**src/sv/lkvc_pkg.sv**
```systemverilog
// shared types and constants for the lru key-value cache
package lkvc_pkg;

    localparam int MAX_ENTRIES = 16;
    localparam int IDX_W       = (MAX_ENTRIES > 1) ? $clog2(MAX_ENTRIES) : 1;
    localparam int RANK_W      = IDX_W;
    localparam int CNT_W       = $clog2(MAX_ENTRIES + 1);
    localparam int CAP_W       = 5;
    localparam int KEY_W       = 32;
    localparam int VAL_W       = 32;

    localparam logic [CAP_W-1:0] CAP_RESET = CAP_W'(16);

    localparam logic OP_GET = 1'b0;
    localparam logic OP_SET = 1'b1;

    localparam logic signed [VAL_W-1:0] MISS_VALUE = '1;

    typedef struct packed {
        logic                    operation;
        logic signed [KEY_W-1:0] key;
        logic signed [VAL_W-1:0] value;
    } t_in;

    typedef struct packed {
        logic                    found;
        logic signed [VAL_W-1:0] read_value;
    } t_out;

endpackage

```
**src/sv/lkvc_store.sv**
```systemverilog
// entry store: parallel tag match, free and victim select, recency rank update
module lkvc_store (
    input  logic                   i_clk,
    input  logic                   i_rst_n,
    input  logic                   i_en,
    input  lkvc_pkg::t_in          i_req,
    input  logic [lkvc_pkg::CAP_W-1:0] i_capacity,
    output lkvc_pkg::t_out         o_rsp
);
    import lkvc_pkg::*;

    logic [MAX_ENTRIES-1:0]  r_valid;
    logic [KEY_W-1:0]        r_key   [MAX_ENTRIES];
    logic [VAL_W-1:0]        r_value [MAX_ENTRIES];
    logic [RANK_W-1:0]       r_rank  [MAX_ENTRIES];
    logic [CNT_W-1:0]        r_used;

    logic [RANK_W-1:0]       n_rank  [MAX_ENTRIES];
    logic [MAX_ENTRIES-1:0]  n_valid;
    logic [CNT_W-1:0]        n_used;

    logic [MAX_ENTRIES-1:0]  w_hit_vec;
    logic [MAX_ENTRIES-1:0]  w_free_vec;
    logic [MAX_ENTRIES-1:0]  w_victim_vec;
    logic [MAX_ENTRIES-1:0]  w_tgt_vec;
    logic                    w_hit;
    logic                    w_fill;
    logic                    w_touch;
    logic                    w_write;
    logic [RANK_W-1:0]       w_tgt_rank;
    logic [RANK_W-1:0]       w_oldest;
    logic [VAL_W-1:0]        w_hit_value;
    logic [31:0]             w_eff_cap;
    logic                    w_free_seen;

    always_comb begin
        w_eff_cap = 32'(i_capacity);
        if (w_eff_cap == 32'd0) begin
            w_eff_cap = 32'd1;
        end
        if (w_eff_cap > 32'(MAX_ENTRIES)) begin
            w_eff_cap = 32'(MAX_ENTRIES);
        end
    end

    // least recent valid entry holds rank used-1
    assign w_oldest = RANK_W'(r_used - CNT_W'(1));

    always_comb begin
        w_free_seen = 1'b0;
        w_hit_value = '0;
        for (int i = 0; i < MAX_ENTRIES; i++) begin
            w_hit_vec[i]    = r_valid[i] && (r_key[i] == i_req.key);
            w_victim_vec[i] = r_valid[i] && (r_rank[i] == w_oldest);
            w_free_vec[i]   = !r_valid[i] && !w_free_seen;
            if (!r_valid[i]) begin
                w_free_seen = 1'b1;
            end
            if (w_hit_vec[i]) begin
                w_hit_value = w_hit_value | r_value[i];
            end
        end
    end

    assign w_hit   = |w_hit_vec;
    assign w_fill  = !w_hit && (i_req.operation == OP_SET) && w_free_seen
                     && (32'(r_used) < w_eff_cap);
    assign w_write = i_en && (i_req.operation == OP_SET);
    assign w_touch = i_en && (w_hit || (i_req.operation == OP_SET));
    assign w_tgt_vec = w_hit ? w_hit_vec : (w_fill ? w_free_vec : w_victim_vec);

    always_comb begin
        w_tgt_rank = '0;
        for (int i = 0; i < MAX_ENTRIES; i++) begin
            if (w_tgt_vec[i]) begin
                w_tgt_rank = w_tgt_rank | r_rank[i];
            end
        end
    end

    // target goes to rank 0, valid entries newer than it age by one (on a fill, every valid entry does)
    always_comb begin
        n_valid = r_valid;
        n_used  = r_used;
        for (int i = 0; i < MAX_ENTRIES; i++) begin
            n_rank[i] = r_rank[i];
            if (w_touch) begin
                if (w_tgt_vec[i]) begin
                    n_rank[i] = '0;
                end else if (r_valid[i] && (w_fill || (r_rank[i] < w_tgt_rank))) begin
                    n_rank[i] = r_rank[i] + RANK_W'(1);
                end
            end
        end
        if (w_write && w_fill) begin
            n_valid = r_valid | w_tgt_vec;
            n_used  = r_used + CNT_W'(1);
        end
    end

    always_ff @(posedge i_clk) begin
        if (!i_rst_n) begin
            r_valid <= '0;
            r_used  <= '0;
        end else begin
            r_valid <= n_valid;
            r_used  <= n_used;
        end
    end

    always_ff @(posedge i_clk) begin
        for (int i = 0; i < MAX_ENTRIES; i++) begin
            r_rank[i] <= n_rank[i];
            if (w_write && w_tgt_vec[i]) begin
                r_value[i] <= i_req.value;
                if (!w_hit) begin
                    r_key[i] <= i_req.key;
                end
            end
        end
    end

    always_comb begin
        o_rsp.found      = w_hit;
        o_rsp.read_value = w_hit ? w_hit_value : MISS_VALUE;
    end

endmodule

```
**src/sv/lru_key_value_cache_unit.sv**
```systemverilog
// lru key-value cache top level: input register, entry store, result register
// a transfer in is captured in the input register, then looked up and applied in the
// store once it may go, and a get's result is captured in the result register and
// offered on o_valid; one item per cycle sustained while the output does not stall,
// with the tag match and rank update done combinationally across all entries
// synchronous active-low reset empties the cache and sets capacity to 16
module lru_key_value_cache_unit (
    input  logic                       i_clk,
    input  logic                       i_rst_n,
    input  logic                       i_valid,
    output logic                       o_stall,
    input  lkvc_pkg::t_in              i_in,
    output logic                       o_valid,
    input  logic                       i_stall,
    output lkvc_pkg::t_out             o_out,
    input  logic                       i_cfg_we,
    input  logic [lkvc_pkg::CAP_W-1:0] i_cfg_data
);
    import lkvc_pkg::*;

    logic              r_in_valid;
    t_in               r_in;
    logic              r_out_valid;
    t_out              r_out;
    logic [CAP_W-1:0]  r_capacity;

    t_out              w_rsp;
    logic              w_out_free;
    logic              w_go;
    logic              w_take;

    assign w_out_free = !r_out_valid || !i_stall;
    // a set makes no result, so it never waits on the output side
    assign w_go    = r_in_valid && ((r_in.operation == OP_SET) || w_out_free);
    assign o_stall = r_in_valid && !w_go;
    assign w_take  = i_valid && !o_stall;

    lkvc_store u_store (
        .i_clk      (i_clk),
        .i_rst_n    (i_rst_n),
        .i_en       (w_go),
        .i_req      (r_in),
        .i_capacity (r_capacity),
        .o_rsp      (w_rsp)
    );

    always_ff @(posedge i_clk) begin
        if (!i_rst_n) begin
            r_in_valid  <= 1'b0;
            r_out_valid <= 1'b0;
            r_capacity  <= CAP_RESET;
        end else begin
            if (i_cfg_we) begin
                r_capacity <= i_cfg_data;
            end
            if (w_take) begin
                r_in_valid <= 1'b1;
            end else if (w_go) begin
                r_in_valid <= 1'b0;
            end
            if (w_go && (r_in.operation == OP_GET)) begin
                r_out_valid <= 1'b1;
            end else if (!i_stall) begin
                r_out_valid <= 1'b0;
            end
        end
    end

    always_ff @(posedge i_clk) begin
        if (w_take) begin
            r_in <= i_in;
        end
        if (w_go && (r_in.operation == OP_GET)) begin
            r_out <= w_rsp;
        end
    end

    assign o_valid = r_out_valid;
    assign o_out   = r_out;

endmodule
```
**config.mk**
```make
export PLATFORM = sky130hd
export DESIGN_NAME = lru_key_value_cache_unit
export DESIGN_NICKNAME = d
export VERILOG_FILES = /design/src/sv/lkvc_pkg.sv /design/src/sv/lkvc_store.sv /design/src/sv/lru_key_value_cache_unit.sv
export SDC_FILE = /design/constraint.sdc
export NUM_CORES = 1
export LEC_CHECK = 0
export BUFFER_PORTS_ARGS = -buffer_cell sky130_fd_sc_hd__buf_4
export CAP_MARGIN = 5
export CORE_ASPECT_RATIO = 0.7
export CORE_MARGIN = 2
export CORE_UTILIZATION = 62
export CTS_BUF_LIST = sky130_fd_sc_hd__clkbuf_16
export CTS_CLUSTER_SIZE = 14
export DETAILED_ROUTE_END_ITERATION = 12
export PLACE_DENSITY = 0.76
export SLEW_MARGIN = 15
export SYNTH_ARGS = -nofsm -noshare
export SYNTH_HDL_FRONTEND = slang
export SYNTH_SLANG_ARGS = --single-unit
```
**constraint.sdc**
```tcl
create_clock -name i_clk -period 7.3 [get_ports i_clk]
set_input_delay 0.73 -clock i_clk [delete_from_list [all_inputs] [get_ports i_clk]]
set_output_delay 0.73 -clock i_clk [all_outputs]
set_load 0.03 [all_outputs]
```
==> results.sh <==
export IMPL_status="completed"
export IMPL_yosys_most_used_dff="edfxtp_1"
export IMPL_synth_edf_count=1186
export IMPL_insertion_delay_ns=0.73
export IMPL_ys_seq_elements=1214
export IMPL_grt_pass1_wl_mm=193
export IMPL_cts_tree="built"
export IMPL_firstDrtPassIters=8
export IMPL_die_height_um=241
export IMPL_syn_to_final_growth_pct=12.5
export IMPL_cts_made_buffers=108
export IMPL_synthTopCellsByArea="edfxtp_1 71%, xor2_1 8.0%, xnor2_1 2.6%, a221oi_1 1.8%, a22o_1 1.8%"
export IMPL_core_area_mm2=0.0801
export IMPL_hold_class="in -> reg"
export IMPL_yosysUniqueCellTypes=56
export IMPL_critPathLaunchType="flop"
export IMPL_worstPathArrival_ns=6.87
export IMPL_p_per_area_mw_per_mm2=246
export IMPL_grt_antenna_before_repair=2
export IMPL_synthArstFlopShare_pct=0
export IMPL_r2r_slack_ns=0.72
export IMPL_yosysMostFrequentCell="edfxtp_1"
export IMPL_rows=87
export IMPL_placed_cells_incl_taps=4253
export IMPL_vias=29614
export IMPL_synth_commonest_cells="1186 x edfxtp_1, 457 x xor2_1, 151 x xnor2_1"
export IMPL_grt_max_degree=49
export IMPL_rsz0062_at_grt="false"
export IMPL_start_util_pct=62.3
export IMPL_p_leak_nw=18.4
export IMPL_syn_area_per_cell_um2=16.1
export IMPL_cp_max_fo=26
export IMPL_power_w=0.0138
export IMPL_whs_endpoint="r_in[25]"
export IMPL_syn_area_mm2=0.0499
export IMPL_synth_seq_area_share_pct=72.5
export IMPL_clock_skew_final_ns=0.0895
export IMPL_final_cells=4443
export IMPL_cts_htree_levels=3
export IMPL_timing_critical_path_to_type="flop"
export IMPL_clockRootBuffer="clkbuf_16"
export IMPL_num_nets_final=3442
export IMPL_drv_cap=0
export IMPL_r2r_start="r_in[58]"
export IMPL_drc=0
export IMPL_final_antenna_net_count=0
export IMPL_r2r_end="u_store.r_rank[3][8]"
export IMPL_finalWirelength_mm=134
export IMPL_min_period_ns=6.58
export IMPL_ff2ff_path_depth=18
export IMPL_post_drt_wl_per_cell_um=30.2
export IMPL_min_from="i_in[25]"
export IMPL_worst_pin_slew_ns=1.15
export IMPL_drtIter0Drc=4622
export IMPL_port_buffers=109
export IMPL_yosys_warnings=0
export IMPL_place_gp_congestion=1.01
export IMPL_viasPerCell=6.67
export IMPL_syn_num_nets=3243
export IMPL_overflow=0
export IMPL_yosys_area_top_type_share_pct=71.3
export IMPL_fp_dieW_um=343
export IMPL_maxSlewHeadroom_pct=22.7
export IMPL_cts_setup_buffers=0
export IMPL_fin_area_mm2=0.0562
export IMPL_grt_usage_pct=32.3
export IMPL_hold_path_depth=1
export IMPL_ctsResizeCount=0
export IMPL_yosysTopAreaCell="edfxtp_1"
export IMPL_layout_drive_gt1_share_pct=13.7
export IMPL_cts_hold_buffers=0
export IMPL_path_class="reg -> reg"
export IMPL_hpwlAfterDp_mm=80.3
export IMPL_setup_violations=0
export IMPL_die_area_mm2=0.0828
export IMPL_hold_viol=0
export IMPL_peakVddDrop_mv=0.222
export IMPL_max_freq_mhz=152
export IMPL_cts_sinks=1214
export IMPL_dpl_instance_area_mm2=0.0527
export IMPL_tns_ns=0
export IMPL_synthCells=3098
export IMPL_first_global_vias=28799
export IMPL_clock_path_buffers=3
export IMPL_min_period_over_period_pct=90.1
export IMPL_ioPinCount=110
export IMPL_final_max_slew_viol_count=0
export IMPL_required_ns=7.60
export IMPL_path_clk_slew_ns=0.06
[critical path, cell delays in order, from the launching register on]
cell and delay [ns]:
edfxtp_1 1.05, buf_4 0.41, inv_1 0.10, a2111o_1 0.35, or4_1 0.58, nor3_4 0.21, nor4_1 0.11, nand4_4 0.41
o21bai_1 0.46, a222oi_1 0.50, nand3_1 0.12, nor2_1 0.49, buf_4 0.34, ha_1 0.25, o21ai_0 0.08, nand2b_1 0.07
a21oi_1 0.14, nor3_1 0.06, a21oi_1 0.40
[power breakdown]
group | switching (W) | internal, W
logic | 0.000327 | 0.000184
registers | 0.0000867 | 0.00768
clock network | 0.00250 | 0.00301
[area by class of cell]
type	count	area (um2)
Sequential cell	1214	36200
Fill cell	5098	24000
Multi-Input combinational cell	1687	13100
Clock buffer	108	2700
Timing Repair Buffer	248	1980
Tap cell	1068	1340
Clock inverter	79	709
Inverter	38	143
Antenna cell	1	2.50
[how the worst max path moves through the flow]
stage	endpoint	cells past startpoint	slack, ns	start
after detailed placement	u_store.r_rank[3][14]	19	0.91	r_in[32]
after CTS	u_store.r_rank[3][8]	19	0.82	r_in[32]
after global routing	u_store.r_rank[2][15]	18	0.51	r_in[58]
after floorplan	u_store.r_rank[2][0]	20	2.08	u_store.r_used[0]
final	u_store.r_rank[3][8]	18	0.72	r_in[58]
after global placement	u_store.r_rank[2][15]	18	1.14	r_in[46]
[layout by cell type (no fill, tap or decap), drive strengths merged, types with 85 or more instances in the layout]
cell	n
xor2	457
buf	248
edfxtp	1186
xnor2	152
nor2	85
a221oi	100
nor4	118
a22o	100
clkbuf	108
[sequential cells by signal, indices dropped and copies added, names as in the netlist]
signal and flops:
r_in 65, u_store.r_key 512, o_valid 1, u_store.r_used 5, u_store.r_valid 16, r_in_valid 1, o_out 33, u_store.r_rank 64
r_capacity 5, u_store.r_value 512
[stage by stage]
stage                     utilization, %  hold slack, ns  setup slack (ns)
final                               70.1           0.180             0.722
after detailed placement            65.8           0.540             0.909
after global placement              65.7           0.505              1.14
after global routing                70.1           0.157             0.509
after floorplan                        -           0.475              2.08
after CTS                           70.0           0.150             0.821
[routing by layer]
layer  vias up  global-route usage (%)  wire [um]
met5         -                       0          0
met2      2153                    46.8      58500
li1      12347                       -          -
met1     14841                    48.7      54200
met3       273                    8.44      18300
met4         0                    9.14       3400
[logic make-up (layout without fill, tap and decap cells)]
group | count (synthesis) | after routing | synth area share, %
and+or+nand+nor | 552 | 552 | 6.17
other | 0 | 1 | 0
xor gates and xnor gates | 609 | 609 | 10.7
DFF | 1214 | 1214 | 72.5
muxes | 16 | 16 | 0.328
buffers and inverters | 197 | 473 | 1.99
AOI/OAI and AO/OA | 440 | 440 | 6.59
adders and majority gates | 70 | 70 | 1.75
Power figures use the tool's default switching activity.
